`src/hdl/lrsr_pkg.sv`:
```
// Shared types and constants for the LED ring shape rasterizer.
package lrsr_pkg;

    localparam int IDX_W  = 6;
    localparam int LVL_W  = 8;
    localparam int KIND_W = 2;
    localparam int EXT_W  = 6;
    // Divider and counter width: holds every value up to the largest ring size of 64.
    localparam int DW     = 7;
    localparam int SC_W   = 3;
    localparam int Q_AW   = 1;
    localparam int Q_DEPTH = 2;

    typedef enum logic [KIND_W-1:0] {
        KIND_POINT   = 2'd0,
        KIND_LINE    = 2'd1,
        KIND_SNAKE   = 2'd2,
        KIND_POLYGON = 2'd3
    } kind_t;

    typedef enum logic [1:0] {
        STEP_UP,
        STEP_DOWN,
        STEP_POLY
    } step_t;

    typedef enum logic [1:0] {
        F_IDLE,
        F_DIVN,
        F_PUSH
    } front_state_t;

    // One classified command, ready for the write sequencer.
    typedef struct packed {
        step_t             step;
        logic [IDX_W-1:0]  start;
        logic [DW-1:0]     count;
        logic [LVL_W-1:0]  level;
        logic              light;
        logic              snake;
        logic [DW-1:0]     quo;
        logic [DW-1:0]     rem;
        logic [DW-1:0]     sides;
    } cmd_t;

endpackage

```
`src/hdl/led_ring_shape_rasterizer.sv`:
```
// Top level of the LED ring shape rasterizer: front end, command queue, write sequencer.
//
// Each transaction on the s_ channel is one shape command (point, line, snake or
// polygon) for a ring of RING_SIZE LEDs. The m_ channel answers with a run of LED
// writes, one transaction per LED, and m_last marks the final write of each run.
// The cfg_ channel writes the snake brightness floor; cfg_ready is always high, and
// writes are expected only while no command is in flight.
//
// The front end reduces the position modulo the ring size with a short chain of
// compare-and-subtract steps in the accepting cycle. For polygons it then divides
// the ring size by the side count, one quotient bit per cycle, before it offers the
// command. A two-entry queue separates it from the write sequencer, which emits one
// write per cycle while the receiver accepts them, and takes the next command from
// the queue only after the last write of the current one.
//
// Reset (aresetn low at a clock edge) empties the queue, drops any run in progress
// and sets the floor to 1. When the receiver holds m_ready low, the current write
// stays on the m_ ports unchanged, the sequencer waits, the queue fills, and then
// the front end stops accepting commands.
module led_ring_shape_rasterizer #(
    parameter int RING_SIZE = 60
) (
    input  logic                        aclk,
    input  logic                        aresetn,
    input  logic                        s_valid,
    output logic                        s_ready,
    input  logic [lrsr_pkg::KIND_W-1:0] s_kind,
    input  logic [lrsr_pkg::IDX_W-1:0]  s_position,
    input  logic [lrsr_pkg::EXT_W-1:0]  s_extent,
    input  logic [lrsr_pkg::LVL_W-1:0]  s_level,
    input  logic                        s_clockwise,
    input  logic                        s_visible,
    output logic                        m_valid,
    input  logic                        m_ready,
    output logic [lrsr_pkg::IDX_W-1:0]  m_led_index,
    output logic [lrsr_pkg::LVL_W-1:0]  m_led_level,
    output logic                        m_light,
    output logic                        m_last,
    input  logic                        cfg_valid,
    output logic                        cfg_ready,
    input  logic [lrsr_pkg::LVL_W-1:0]  cfg_data
);

    logic [lrsr_pkg::LVL_W-1:0] min_level_reg, min_level_next;
    logic                       push_valid, push_ready;
    logic                       pop_valid, pop_ready;
    lrsr_pkg::cmd_t             push_cmd, pop_cmd;

    // The floor register accepts a write on every cycle.
    assign cfg_ready      = 1'b1;
    assign min_level_next = (cfg_valid && cfg_ready) ? cfg_data : min_level_reg;

    always_ff @(posedge aclk) begin
        if (!aresetn) begin
            min_level_reg <= lrsr_pkg::LVL_W'(1);
        end else begin
            min_level_reg <= min_level_next;
        end
    end

    lrsr_front #(
        .RING_SIZE (RING_SIZE)
    ) u_front (
        .aclk        (aclk),
        .aresetn     (aresetn),
        .s_valid     (s_valid),
        .s_ready     (s_ready),
        .s_kind      (s_kind),
        .s_position  (s_position),
        .s_extent    (s_extent),
        .s_level     (s_level),
        .s_clockwise (s_clockwise),
        .s_visible   (s_visible),
        .push_valid  (push_valid),
        .push_ready  (push_ready),
        .push_cmd    (push_cmd)
    );

    lrsr_fifo u_fifo (
        .aclk       (aclk),
        .aresetn    (aresetn),
        .push_valid (push_valid),
        .push_ready (push_ready),
        .push_cmd   (push_cmd),
        .pop_valid  (pop_valid),
        .pop_ready  (pop_ready),
        .pop_cmd    (pop_cmd)
    );

    lrsr_back #(
        .RING_SIZE (RING_SIZE)
    ) u_back (
        .aclk        (aclk),
        .aresetn     (aresetn),
        .min_level   (min_level_reg),
        .pop_valid   (pop_valid),
        .pop_ready   (pop_ready),
        .pop_cmd     (pop_cmd),
        .m_valid     (m_valid),
        .m_ready     (m_ready),
        .m_led_index (m_led_index),
        .m_led_level (m_led_level),
        .m_light     (m_light),
        .m_last      (m_last)
    );

endmodule

```
`src/hdl/lrsr_front.sv`:
```
// Front end: accepts shape commands, reduces the position and classifies the walk.
module lrsr_front #(
    parameter int RING_SIZE = 60
) (
    input  logic                        aclk,
    input  logic                        aresetn,
    input  logic                        s_valid,
    output logic                        s_ready,
    input  logic [lrsr_pkg::KIND_W-1:0] s_kind,
    input  logic [lrsr_pkg::IDX_W-1:0]  s_position,
    input  logic [lrsr_pkg::EXT_W-1:0]  s_extent,
    input  logic [lrsr_pkg::LVL_W-1:0]  s_level,
    input  logic                        s_clockwise,
    input  logic                        s_visible,
    output logic                        push_valid,
    input  logic                        push_ready,
    output lrsr_pkg::cmd_t              push_cmd
);

    localparam logic [lrsr_pkg::DW-1:0] R_W = lrsr_pkg::DW'(RING_SIZE);

    lrsr_pkg::front_state_t state_reg, state_next;
    lrsr_pkg::kind_t               kind_reg, kind_next;
    logic [lrsr_pkg::DW-1:0]       n_reg, n_next;
    logic [lrsr_pkg::LVL_W-1:0]    level_reg, level_next;
    logic                          cw_reg, cw_next;
    logic                          vis_reg, vis_next;
    logic [lrsr_pkg::IDX_W-1:0]    p_reg, p_next;
    logic [lrsr_pkg::DW-1:0]       dvd_reg, dvd_next;
    logic [lrsr_pkg::DW-1:0]       dvs_reg, dvs_next;
    logic [lrsr_pkg::DW-1:0]       rem_reg, rem_next;
    logic [lrsr_pkg::DW-1:0]       quo_reg, quo_next;
    logic [lrsr_pkg::SC_W-1:0]     cnt_reg, cnt_next;
    logic [lrsr_pkg::DW-1:0]       pq_reg, pq_next;
    logic [lrsr_pkg::DW-1:0]       pr_reg, pr_next;

    logic [lrsr_pkg::DW-1:0]       rem_sh, rem_step, quo_step;
    logic                          ge;
    logic                          last_step;
    logic [lrsr_pkg::DW-1:0]       ext_w, n_clamp;
    logic [lrsr_pkg::DW-1:0]       p_w, far_cw, far_ccw;
    logic                          cw_eff;
    lrsr_pkg::cmd_t                cmd;

    // Position modulo the ring size: subtract each power-of-two multiple of the ring
    // size that fits below the largest encodable position, when the value reaches it.
    function automatic logic [lrsr_pkg::IDX_W-1:0] ring_mod(
        input logic [lrsr_pkg::IDX_W-1:0] v
    );
        logic [lrsr_pkg::DW-1:0] r;
        r = {1'b0, v};
        for (int k = lrsr_pkg::IDX_W - 1; k >= 0; k--) begin
            if ((RING_SIZE << k) < (1 << lrsr_pkg::IDX_W)) begin
                if (r >= lrsr_pkg::DW'(RING_SIZE << k)) begin
                    r = r - lrsr_pkg::DW'(RING_SIZE << k);
                end
            end
        end
        return r[lrsr_pkg::IDX_W-1:0];
    endfunction

    // One restoring division step per cycle.
    always_comb begin
        rem_sh   = {rem_reg[lrsr_pkg::DW-2:0], dvd_reg[lrsr_pkg::DW-1]};
        ge       = (rem_sh >= dvs_reg);
        rem_step = ge ? (rem_sh - dvs_reg) : rem_sh;
        quo_step = {quo_reg[lrsr_pkg::DW-2:0], ge};
        last_step = (cnt_reg == lrsr_pkg::SC_W'(lrsr_pkg::DW - 1));
    end

    always_comb begin
        ext_w = {1'b0, s_extent};
        if (s_extent == '0) begin
            n_clamp = lrsr_pkg::DW'(1);
        end else if (ext_w > R_W) begin
            n_clamp = R_W;
        end else begin
            n_clamp = ext_w;
        end
    end

    // Far ends of a line or snake: both sums stay below twice the ring size.
    always_comb begin
        p_w     = {1'b0, p_reg};
        far_cw  = p_w + n_reg - lrsr_pkg::DW'(1);
        if (far_cw >= R_W) begin
            far_cw = far_cw - R_W;
        end
        far_ccw = p_w + (R_W - n_reg) + lrsr_pkg::DW'(1);
        if (far_ccw >= R_W) begin
            far_ccw = far_ccw - R_W;
        end
        cw_eff = (kind_reg == lrsr_pkg::KIND_LINE) ? 1'b1 : cw_reg;
    end

    always_comb begin
        cmd.step  = lrsr_pkg::STEP_UP;
        cmd.start = p_reg;
        cmd.count = n_reg;
        cmd.level = vis_reg ? level_reg : '0;
        cmd.light = vis_reg;
        cmd.snake = 1'b0;
        cmd.quo   = pq_reg;
        cmd.rem   = pr_reg;
        cmd.sides = n_reg;
        unique case (kind_reg)
            lrsr_pkg::KIND_POINT: begin
                cmd.count = lrsr_pkg::DW'(1);
            end
            lrsr_pkg::KIND_POLYGON: begin
                cmd.step = lrsr_pkg::STEP_POLY;
            end
            default: begin
                cmd.snake = (kind_reg == lrsr_pkg::KIND_SNAKE);
                if (vis_reg) begin
                    if (cw_eff) begin
                        cmd.start = far_cw[lrsr_pkg::IDX_W-1:0];
                        cmd.step  = lrsr_pkg::STEP_DOWN;
                    end else begin
                        cmd.start = far_ccw[lrsr_pkg::IDX_W-1:0];
                        cmd.step  = lrsr_pkg::STEP_UP;
                    end
                end else begin
                    cmd.step = cw_eff ? lrsr_pkg::STEP_UP : lrsr_pkg::STEP_DOWN;
                end
            end
        endcase
    end

    assign push_cmd   = cmd;
    assign push_valid = (state_reg == lrsr_pkg::F_PUSH);
    assign s_ready    = (state_reg == lrsr_pkg::F_IDLE);

    always_comb begin
        state_next = state_reg;
        kind_next  = kind_reg;
        n_next     = n_reg;
        level_next = level_reg;
        cw_next    = cw_reg;
        vis_next   = vis_reg;
        p_next     = p_reg;
        dvd_next   = dvd_reg;
        dvs_next   = dvs_reg;
        rem_next   = rem_reg;
        quo_next   = quo_reg;
        cnt_next   = cnt_reg;
        pq_next    = pq_reg;
        pr_next    = pr_reg;
        unique case (state_reg)
            lrsr_pkg::F_IDLE: begin
                if (s_valid) begin
                    kind_next  = lrsr_pkg::kind_t'(s_kind);
                    n_next     = n_clamp;
                    level_next = s_level;
                    cw_next    = s_clockwise;
                    vis_next   = s_visible;
                    p_next     = ring_mod(s_position);
                    dvd_next   = R_W;
                    dvs_next   = n_clamp;
                    rem_next   = '0;
                    quo_next   = '0;
                    cnt_next   = '0;
                    if (lrsr_pkg::kind_t'(s_kind) == lrsr_pkg::KIND_POLYGON) begin
                        state_next = lrsr_pkg::F_DIVN;
                    end else begin
                        state_next = lrsr_pkg::F_PUSH;
                    end
                end
            end
            lrsr_pkg::F_DIVN: begin
                rem_next = rem_step;
                quo_next = quo_step;
                dvd_next = {dvd_reg[lrsr_pkg::DW-2:0], 1'b0};
                cnt_next = cnt_reg + lrsr_pkg::SC_W'(1);
                if (last_step) begin
                    pq_next    = quo_step;
                    pr_next    = rem_step;
                    state_next = lrsr_pkg::F_PUSH;
                end
            end
            lrsr_pkg::F_PUSH: begin
                if (push_ready) begin
                    state_next = lrsr_pkg::F_IDLE;
                end
            end
            default: begin
                state_next = lrsr_pkg::F_IDLE;
            end
        endcase
    end

    always_ff @(posedge aclk) begin
        if (!aresetn) begin
            state_reg <= lrsr_pkg::F_IDLE;
        end else begin
            state_reg <= state_next;
        end
    end

    always_ff @(posedge aclk) begin
        kind_reg  <= kind_next;
        n_reg     <= n_next;
        level_reg <= level_next;
        cw_reg    <= cw_next;
        vis_reg   <= vis_next;
        p_reg     <= p_next;
        dvd_reg   <= dvd_next;
        dvs_reg   <= dvs_next;
        rem_reg   <= rem_next;
        quo_reg   <= quo_next;
        cnt_reg   <= cnt_next;
        pq_reg    <= pq_next;
        pr_reg    <= pr_next;
    end

endmodule

```
`src/hdl/lrsr_fifo.sv`:
```
// Two-entry command queue between the front end and the write sequencer.
module lrsr_fifo (
    input  logic           aclk,
    input  logic           aresetn,
    input  logic           push_valid,
    output logic           push_ready,
    input  lrsr_pkg::cmd_t push_cmd,
    output logic           pop_valid,
    input  logic           pop_ready,
    output lrsr_pkg::cmd_t pop_cmd
);

    lrsr_pkg::cmd_t            mem_reg [lrsr_pkg::Q_DEPTH];
    logic [lrsr_pkg::Q_AW-1:0] wr_ptr_reg, wr_ptr_next;
    logic [lrsr_pkg::Q_AW-1:0] rd_ptr_reg, rd_ptr_next;
    logic [lrsr_pkg::Q_AW:0]   fill_reg, fill_next;
    logic                      do_push, do_pop;

    assign push_ready = (fill_reg != (lrsr_pkg::Q_AW + 1)'(lrsr_pkg::Q_DEPTH));
    assign pop_valid  = (fill_reg != '0);
    assign pop_cmd    = mem_reg[rd_ptr_reg];
    assign do_push    = push_valid && push_ready;
    assign do_pop     = pop_valid && pop_ready;

    always_comb begin
        wr_ptr_next = do_push ? wr_ptr_reg + lrsr_pkg::Q_AW'(1) : wr_ptr_reg;
        rd_ptr_next = do_pop ? rd_ptr_reg + lrsr_pkg::Q_AW'(1) : rd_ptr_reg;
        fill_next   = fill_reg;
        if (do_push && !do_pop) begin
            fill_next = fill_reg + (lrsr_pkg::Q_AW + 1)'(1);
        end else if (!do_push && do_pop) begin
            fill_next = fill_reg - (lrsr_pkg::Q_AW + 1)'(1);
        end
    end

    always_ff @(posedge aclk) begin
        if (!aresetn) begin
            wr_ptr_reg <= '0;
            rd_ptr_reg <= '0;
            fill_reg   <= '0;
        end else begin
            wr_ptr_reg <= wr_ptr_next;
            rd_ptr_reg <= rd_ptr_next;
            fill_reg   <= fill_next;
        end
    end

    always_ff @(posedge aclk) begin
        if (do_push) begin
            mem_reg[wr_ptr_reg] <= push_cmd;
        end
    end

endmodule

```
`src/hdl/lrsr_back.sv`:
```
// Write sequencer: walks one command and emits one LED write per cycle while the receiver accepts them.
module lrsr_back #(
    parameter int RING_SIZE = 60
) (
    input  logic                       aclk,
    input  logic                       aresetn,
    input  logic [lrsr_pkg::LVL_W-1:0] min_level,
    input  logic                       pop_valid,
    output logic                       pop_ready,
    input  lrsr_pkg::cmd_t             pop_cmd,
    output logic                       m_valid,
    input  logic                       m_ready,
    output logic [lrsr_pkg::IDX_W-1:0] m_led_index,
    output logic [lrsr_pkg::LVL_W-1:0] m_led_level,
    output logic                       m_light,
    output logic                       m_last
);

    localparam logic [lrsr_pkg::DW-1:0]    R_W   = lrsr_pkg::DW'(RING_SIZE);
    localparam logic [lrsr_pkg::IDX_W-1:0] R_TOP = lrsr_pkg::IDX_W'(RING_SIZE - 1);

    logic                       busy_reg, busy_next;
    lrsr_pkg::cmd_t             cmd_reg, cmd_next;
    logic [lrsr_pkg::IDX_W-1:0] idx_reg, idx_next;
    logic [lrsr_pkg::DW-1:0]    left_reg, left_next;
    logic [lrsr_pkg::LVL_W-1:0] lvl_reg, lvl_next;
    logic [lrsr_pkg::DW-1:0]    acc_reg, acc_next;
    logic                       m_valid_reg, m_valid_next;
    logic [lrsr_pkg::IDX_W-1:0] m_index_reg, m_index_next;
    logic [lrsr_pkg::LVL_W-1:0] m_level_reg, m_level_next;
    logic                       m_light_reg, m_light_next;
    logic                       m_last_reg, m_last_next;

    logic                       emit, is_last;
    logic [lrsr_pkg::DW-1:0]    acc_sum, adv, poly_sum;
    logic                       carry;
    logic [lrsr_pkg::IDX_W-1:0] idx_adv;

    assign emit      = busy_reg && (!m_valid_reg || m_ready);
    assign is_last   = (left_reg == lrsr_pkg::DW'(1));
    assign pop_ready = !busy_reg;

    // Polygon vertices: quotient plus a carry from the running remainder.
    always_comb begin
        acc_sum  = acc_reg + cmd_reg.rem;
        carry    = (acc_sum >= cmd_reg.sides);
        adv      = cmd_reg.quo + lrsr_pkg::DW'(carry);
        poly_sum = {1'b0, idx_reg} + adv;
        if (poly_sum >= R_W) begin
            poly_sum = poly_sum - R_W;
        end
    end

    always_comb begin
        unique case (cmd_reg.step)
            lrsr_pkg::STEP_UP:
                idx_adv = (idx_reg == R_TOP) ? '0 : idx_reg + lrsr_pkg::IDX_W'(1);
            lrsr_pkg::STEP_DOWN:
                idx_adv = (idx_reg == '0) ? R_TOP : idx_reg - lrsr_pkg::IDX_W'(1);
            lrsr_pkg::STEP_POLY: idx_adv = poly_sum[lrsr_pkg::IDX_W-1:0];
            default:             idx_adv = idx_reg;
        endcase
    end

    always_comb begin
        busy_next    = busy_reg;
        cmd_next     = cmd_reg;
        idx_next     = idx_reg;
        left_next    = left_reg;
        lvl_next     = lvl_reg;
        acc_next     = acc_reg;
        m_valid_next = m_valid_reg;
        m_index_next = m_index_reg;
        m_level_next = m_level_reg;
        m_light_next = m_light_reg;
        m_last_next  = m_last_reg;

        if (m_ready) begin
            m_valid_next = 1'b0;
        end

        if (emit) begin
            m_valid_next = 1'b1;
            m_index_next = idx_reg;
            m_level_next = lvl_reg;
            m_light_next = cmd_reg.light;
            m_last_next  = is_last;
            idx_next     = idx_adv;
            left_next    = left_reg - lrsr_pkg::DW'(1);
            acc_next     = carry ? (acc_sum - cmd_reg.sides) : acc_sum;
            if (cmd_reg.snake && (lvl_reg > min_level)) begin
                lvl_next = lvl_reg - lrsr_pkg::LVL_W'(1);
            end
            if (is_last) begin
                busy_next = 1'b0;
            end
        end else if (!busy_reg && pop_valid) begin
            busy_next = 1'b1;
            cmd_next  = pop_cmd;
            idx_next  = pop_cmd.start;
            left_next = pop_cmd.count;
            lvl_next  = pop_cmd.level;
            acc_next  = '0;
        end
    end

    always_ff @(posedge aclk) begin
        if (!aresetn) begin
            busy_reg    <= 1'b0;
            m_valid_reg <= 1'b0;
        end else begin
            busy_reg    <= busy_next;
            m_valid_reg <= m_valid_next;
        end
    end

    always_ff @(posedge aclk) begin
        cmd_reg     <= cmd_next;
        idx_reg     <= idx_next;
        left_reg    <= left_next;
        lvl_reg     <= lvl_next;
        acc_reg     <= acc_next;
        m_index_reg <= m_index_next;
        m_level_reg <= m_level_next;
        m_light_reg <= m_light_next;
        m_last_reg  <= m_last_next;
    end

    assign m_valid     = m_valid_reg;
    assign m_led_index = m_index_reg;
    assign m_led_level = m_level_reg;
    assign m_light     = m_light_reg;
    assign m_last      = m_last_reg;

endmodule

```
`config.mk`:
```
export PLATFORM = sky130hd
export DESIGN_NAME = led_ring_shape_rasterizer
export DESIGN_NICKNAME = d
export VERILOG_FILES = /design/src/hdl/lrsr_pkg.sv /design/src/hdl/led_ring_shape_rasterizer.sv /design/src/hdl/lrsr_front.sv /design/src/hdl/lrsr_fifo.sv /design/src/hdl/lrsr_back.sv
export SDC_FILE = /design/constraint.sdc
export NUM_CORES = 1
export LEC_CHECK = 0
export BUFFER_PORTS_ARGS = -buffer_cell sky130_fd_sc_hd__buf_4
export CAP_MARGIN = 20
export CORE_ASPECT_RATIO = 1.25
export CORE_MARGIN = 5
export CORE_UTILIZATION = 50
export DETAILED_ROUTE_END_ITERATION = 10
export PLACE_DENSITY_LB_ADDON = 0.15
export SYNTH_ARGS = -nofsm -noshare
export SYNTH_HDL_FRONTEND = slang
export SYNTH_SLANG_ARGS = --single-unit
```
`constraint.sdc`:
```
create_clock -name aclk -period 6.15 [get_ports aclk]
set_input_delay 0.3075 -clock aclk [delete_from_list [all_inputs] [get_ports aclk]]
set_output_delay 0.3075 -clock aclk [all_outputs]
set_load 0.01 [all_outputs]
```
==> impl_metrics.csv, run 1 <==
group,metric,value,unit
status,status,"complete, no violations",
drt,route.met2.wl,10400,um
logic_synthesis,ys_seq_area_share,59.4,%
global_route,grt_pass1_vias,6797,
logic_synthesis,syn-num-nets,1002,
logic_synthesis,netlist_instances,885,
layout,largest_reg_flops,88,
layout,drive_gt1_share,14.3,%
place,dp_hpwl,14800,um
sta,post-route-min-period,4.75,ns
power,p_sw,2390,uW
sta,hold_viol,0,
worst_setup_path,crit_top_cell,"ha_1",
logic_synthesis,ys_ff_latch,231,
sta,fin_crit_sh,77.2,%
global_route,grt_pass1_wl,34700,um
clock_tree,postCtsSetupBuffers,0,
worst_setup_path,worstReg2RegStart,"u_back.acc_reg[1]$_SDFFCE_PN0P_",
worst_setup_path,crit_start,"u_back.acc_reg[1]$_SDFFCE_PN0P_",
drt,firstDrtPassIters,4,
worst_setup_path,r2r.worst_path.cells,19,
logic_synthesis,synthFlopType,"edfxtp_1",
floorplan,initial_core_util,51.0,%
sta,tightestPinTransition,1.01,ns
worst_setup_path,cp_top_family,"adder cells",
clock_tree,clk_latency,0.51,ns
clock_tree,cts.sinks,231,
worst_setup_path,worstSetupPathType,"register to register",
floorplan,io_pins,56,
worst_setup_path,r2r-end,"u_back.idx_reg[4]$_DFFE_PP_",
clock_tree,cts_resized,0,
power,p_comb_share,42.2,%
clock_tree,tritoncts.num_buffers,24,
drt,dr.first_iter.drc_count,331,
sta,drv_slew,0,
drt,wl_per_cell,16.6,um
power,power.internal,4220,uW
worst_setup_path,crit_arrival,5.00,ns
floorplan,fp.dieW,145,um
global_route,grt_start_max_net_pins,53,
sta,setup_viol,0,
layout,nFillCells,1815,
min_path,hp-class,"primary input to register",
layout,final_cell_count_no_fill,1269,
logic_synthesis,synth.cell_area,0.0114,sq mm
sta,grt_setup_unrepaired,"false",
power,pwr-share-seq,35.9,%
drt,met1Wirelength,9640,um
logic_synthesis,synth-edff-count,214,
layout,area_growth,15.2,%
worst_setup_path,slowest_stage,"fa_1",
place,gp_congestion,0.904,
worst_setup_path,cp_num_buf_inv,1,
sta,setup_tns,0,ns
clock_tree,cts_max_level,1,
sta,setup_ws,1.40,ns
floorplan,rows,61,
logic_synthesis,yosysUniqueCellTypes,72,
clock_tree,path_clk_slew,0.06,ns
drt,wl_met3,699,um
worst_setup_path,max_stage_delay,0.42,ns
drt,dr.max_layer_used,"met4",
drt,drc_errors,0,
clock_tree,clock_path_buffers,3,
worst_setup_path,rrSetupSlack,1.40,ns
power,pwr-share-clk,22.0,%
min_path,holdPathStages,3,
layout,diodes,0,
power,ir_drop,0.338,mV
global_route,gr-total-overflow,0,
place,portBuffers,54,
drt,ant_nets,0,
clock_tree,clock-root-buffer,"clkbuf_16",
sta,slew_headroom,32.8,%
power,powerDensity,503,mW/mm^2
worst_setup_path,cp_cell_sequence,"ha_1, a21o_1, a21oi_1, o21bai_1, a21oi_1, xnor2_1, ha_1, o21a_1, o31a_1, nor4_4, buf_4, fa_1, fa_1, xnor2_1, ha_1, a32o_1, a31oi_2, o211ai_1, a211oi_2",
logic_synthesis,synth.avg_cell_area,12.9,sq um
layout,final_util,58.7,%
floorplan,die_area,0.0259,sq mm
drt,vias,6832,
logic_synthesis,ys_async_sr_fraction,0,%
worst_setup_path,critPathLaunchType,"register",
place,dp_slack,1.39,ns
worst_setup_path,cp-end-kind,"register",
sta,max_freq,211,MHz
run,cap_violations,0,
worst_setup_path,critPathMaxFanout,9,
power,swShare,36.2,%
global_route,grt.total_usage,16.4,%
drt,avgViaCountPerCell,5.38,
min_path,min_from,"cfg_data[3]",
power,p_leak,0.00500,uW
sta,whs,0.0491,ns
global_route,antenna_found_initial,0,
place,post-place-cells,1205,
layout,fin_nets,1085,
floorplan,die_y,179,um
drt,routed_wl,21100,um
sta,clock_skew,0.0210,ns
floorplan,coreArea,0.0224,sq mm
logic_synthesis,ys.warnings.count,0,
worst_setup_path,crit_required,6.40,ns
clock_tree,cts_tree,"yes",
min_path,min_to,"min_level_reg[3]$_SDFFE_PN0P_",
-- cells in the mapped netlist, drive strengths merged, types with 4 or more instances --
library cell | count | area, sq um
edfxtp | 214 | 6430
inv | 78 | 293
ha | 73 | 913
nand2 | 50 | 188
nor2 | 49 | 184
o21ai | 41 | 205
mux2i | 32 | 320
a21oi | 31 | 159
mux2 | 26 | 293
xor2 | 26 | 235
nor2b | 24 | 150
and2 | 22 | 138
clkbuf | 21 | 78.8
xnor2 | 19 | 166
dfxtp | 17 | 340
nand3 | 16 | 80.1
o21a | 15 | 113
nor3 | 13 | 65.1
a211oi | 11 | 105
a21o | 10 | 75.1
a31oi | 7 | 50.1
fa | 7 | 140
nand4 | 7 | 43.8
a21boi | 6 | 45.0
nand2b | 4 | 25.0
nor4 | 4 | 46.3
o211ai | 4 | 30.0
o21bai | 4 | 30.0
o22ai | 4 | 25.0
or3 | 4 | 25.0
-- through the flow --
stage | cell area, sq um | total power (uW)
after global placement | 12100 | 5140
after floorplan | 11400 | 4490
final | 13100 | 6610
after CTS | 13100 | 6670
after detailed placement | 12100 | 5170
after global routing | 13100 | 7100
-- what timing repair did --
action                                  4_1_cts  5_1_grt
hold buffers                                 19        0
endpoints found under the setup margin        0        0
endpoints found under the hold margin        19        0
-- power groups by stage --
stage	Combinational (uW)	Sequential [uW]	Clock, uW
after global placement	2750	2400	0
after detailed placement	2760	2410	0
after global routing	3140	2410	1550
after CTS	2800	2380	1490
final	2790	2370	1450
after floorplan	2150	2340	0
-- tightest hold or removal path: cells and delay by family --
kind                   cells  cell delay [ns]
buffers and inverters      1             0.08
muxes                      1             0.05
and+or+nand+nor            1             0.09
-- cells by family (layout without fill, tap and decap cells) --
logic type / count (synthesis) / after routing / synth area share (%)
multiplexers: 58 / 58 / 5.38
XOR/XNOR: 45 / 45 / 3.52
other: 1 / 1 / 0.0329
buffers and inverters: 102 / 203 / 3.39
adder cells (fa/ha/maj): 80 / 80 / 9.24
flip-flops: 231 / 231 / 59.4
AND/OR/NAND/NOR: 205 / 205 / 9.16
AO/OA/AOI/OAI: 163 / 163 / 9.90
-- worst max-delay path by stage --
stage | to | slack (ns) | cells past startpoint
3_3_place_gp | u_back.idx_reg[4]$_DFFE_PP_ | 1.51 | 20
5_1_grt | u_back.idx_reg[5]$_DFFE_PP_ | 1.11 | 21
6_report | u_back.idx_reg[4]$_DFFE_PP_ | 1.40 | 19
3_5_place_dp | u_back.idx_reg[4]$_DFFE_PP_ | 1.39 | 19
4_1_cts | u_back.idx_reg[4]$_DFFE_PP_ | 1.41 | 19
2_1_floorplan | u_back.idx_reg[4]$_DFFE_PP_ | 1.55 | 19
-- routing by layer --
layer	track usage, %	vias up
met5	0	-
met3	1.87	18
li1	-	3408
met2	29.0	123
met1	21.5	3283
met4	4.32	0
-- cell usage in the layout (no fill, tap or decap), types with 26 or more instances in the layout --
cell        n
buf_4      61
o21ai_0    36
nor2_1     49
inv_1      77
mux2i_1    32
ha_1       73
mux2_2     26
nand2_1    50
edfxtp_1  214
a21oi_1    30
-- final cells by class --
type	count	area [sq um]	share of cell area [%]
Sequential cell	231	6770	51.5
Multi-Input combinational cell	552	4250	32.4
Timing Repair Buffer	81	676	5.14
Clock buffer	30	644	4.91
Tap cell	283	354	2.70
Inverter	78	293	2.23
Clock inverter	14	145	1.11
No activity file was read; power rests on OpenSTA's default activity.
==> inputs of run 2 (changes only) <==
- clock period: 6.15 -> 4.9 ns (I/O delays scaled with it)
==> run 2 against run 1 <==
First-iteration DRC count increased by 15%. Clock skew decreased by 0.010 ns. Register-to-register slack got worse by 1.1 ns. Via count barely moved.
==> impl_metrics.csv, run 2 (same netlist as run 1, synthesis figures left out) <==
group,metric,value,unit
sta,setup_viol,0,
layout,diodes,0,
sta,max_freq,216,MHz
global_route,gr-total-overflow,0,
drt,firstDrtPassIters,6,
worst_setup_path,critPathLaunchType,"register",
sta,drv_slew,0,
clock_tree,clock-root-buffer,"clkbuf_16",
global_route,grt_pass1_vias,6863,
clock_tree,cts_max_level,1,
power,p_comb_share,42.2,%
global_route,grt_start_max_net_pins,53,
global_route,antenna_found_initial,0,
power,ir_drop,0.399,mV
drt,dr.first_iter.drc_count,380,
power,pwr-share-seq,36.6,%
clock_tree,tritoncts.num_buffers,23,
sta,grt_setup_unrepaired,"false",
drt,routed_wl,21300,um
layout,drive_gt1_share,14.1,%
clock_tree,clock_path_buffers,3,
clock_tree,postCtsSetupBuffers,0,
drt,wl_per_cell,16.8,um
worst_setup_path,cp-end-kind,"register",
worst_setup_path,slowest_stage,"fa_1",
drt,avgViaCountPerCell,5.39,
status,status,"complete, no violations",
floorplan,coreArea,0.0224,sq mm
sta,post-route-min-period,4.63,ns
layout,fin_nets,1086,
floorplan,fp.dieW,145,um
power,powerDensity,625,mW/mm^2
worst_setup_path,crit_arrival,4.84,ns
clock_tree,path_clk_slew,0.06,ns
sta,clock_skew,0.0107,ns
layout,largest_reg_flops,88,
sta,hold_viol,0,
floorplan,rows,61,
worst_setup_path,worstSetupPathType,"register to register",
global_route,grt_pass1_wl,35100,um
floorplan,io_pins,56,
place,place_area,0.0121,sq mm
worst_setup_path,crit_top_cell,"a21oi_1",
power,pwr-share-clk,21.2,%
global_route,grt.total_usage,16.6,%
drt,vias,6831,
run,cap_violations,0,
place,dp_hpwl,14900,um
layout,final_cell_area,0.0131,sq mm
sta,slew_headroom,28.7,%
worst_setup_path,max_stage_delay,0.42,ns
clock_tree,clk_latency,0.50,ns
drt,ant_nets,0,
floorplan,die_y,179,um
worst_setup_path,cp_cell_sequence,"ha_1, a21o_1, a21oi_1, o21bai_1, a21oi_1, xnor2_1, ha_1, o21a_1, o31a_1, nor4_4, fa_1, fa_1, nor2b_1, o21ai_0, a21oi_1, nand3_1, a32o_1, o21ai_1, a22oi_1",
worst_setup_path,crit_required,5.11,ns
layout,area_growth,14.9,%
power,p_leak,0.00498,uW
power,swShare,36.1,%
min_path,hp-class,"primary input to register",
sta,setup_tns,0,ns
clock_tree,cts_tree,"yes",
clock_tree,cts.sinks,231,
place,gp_congestion,0.942,
power,power.internal,5240,uW
layout,mostFrequentLayoutCell,"edfxtp_1",
sta,fin_crit_sh,94.5,%
power,p_sw,2960,uW
layout,layout_common_cells,"edfxtp_1, inv_1, ha_1, buf_4, nand2_1",
place,portBuffers,54,
drt,drc_errors,0,
sta,tightestPinTransition,1.07,ns
worst_setup_path,critPathMaxFanout,4,
floorplan,die_area,0.0259,sq mm
floorplan,initial_core_util,51.0,%
-- run 2: repair_timing --
item                                   CTS  global route
resized for setup                        0             0
hold buffers                            21             0
endpoints found under the hold margin   21             0
-- run 2: routing by layer --
metal / up-vias / GRT usage (%) / wire length (um)
li1: 3400 / - / -
met1: 3269 / 21.8 / 9550
met2: 124 / 28.8 / 10400
met3: 38 / 2.38 / 788
met4: 0 / 4.63 / 478
met5: - / 0 / 0
-- run 2: final timing paths --
| kind | slack, ns | from | to | cells past startpoint |
|---|---|---|---|---|
| max | 0.27 | u_back.cmd_reg[8]$_DFFE_PP_ | u_back.idx_reg[5]$_DFFE_PP_ | 19 |
| min | 0.01 | cfg_data[6] | min_level_reg[6]$_SDFFE_PN0P_ | 3 |
| max reg2reg | 0.27 | u_back.cmd_reg[8]$_DFFE_PP_ | u_back.idx_reg[5]$_DFFE_PP_ | 19 |
| min reg2reg | 0.43 | u_front.quo_reg[5]$_SDFFCE_PN0P_ | u_front.pq_reg[6]$_DFFE_PP_ | 0 |
-- run 2: layout make-up --
cell class,count,area [sq um]
flip-flops and latches,231,6770
well taps,283,354
repair buffers,83,696
clock buffers,31,616
multi-input cells,552,4250
inverters,78,293
clock inverters,10,121
fillers,1841,9260
-- run 2: critical path: cells and delay by family (launching register included) --
family	cells	cell delay, ns
compound gates	11	1.94
xor+xnor	1	0.11
fa+ha+maj	4	1.48
flops	1	0.40
simple gates	3	0.41
-- run 2: through the flow --
| stage | instances | util, % | hold WS (ns) | power, uW | setup slack (ns) |
|---|---|---|---|---|---|
| after floorplan | 885 | - | 0.344 | 5630 | 0.303 |
| after global placement | 1205 | 54.2 | 0.413 | 6430 | 0.380 |
| after detailed placement | 1205 | 54.2 | 0.424 | 6460 | 0.331 |
| after CTS | 1267 | 58.5 | 0.000365 | 8250 | 0.274 |
| after global routing | 1268 | 58.6 | 0.0359 | 8800 | 0.0232 |
| final | 1268 | 58.6 | 0.0115 | 8190 | 0.271 |
-- run 2: power groups by stage --
stage	Sequential (uW)	Clock, uW	Combinational [uW]
2_1_floorplan	2930	0	2700
3_3_place_gp	3040	0	3390
3_5_place_dp	3050	0	3410
4_1_cts	3010	1770	3470
5_1_grt	3050	1870	3880
6_report	3000	1740	3450
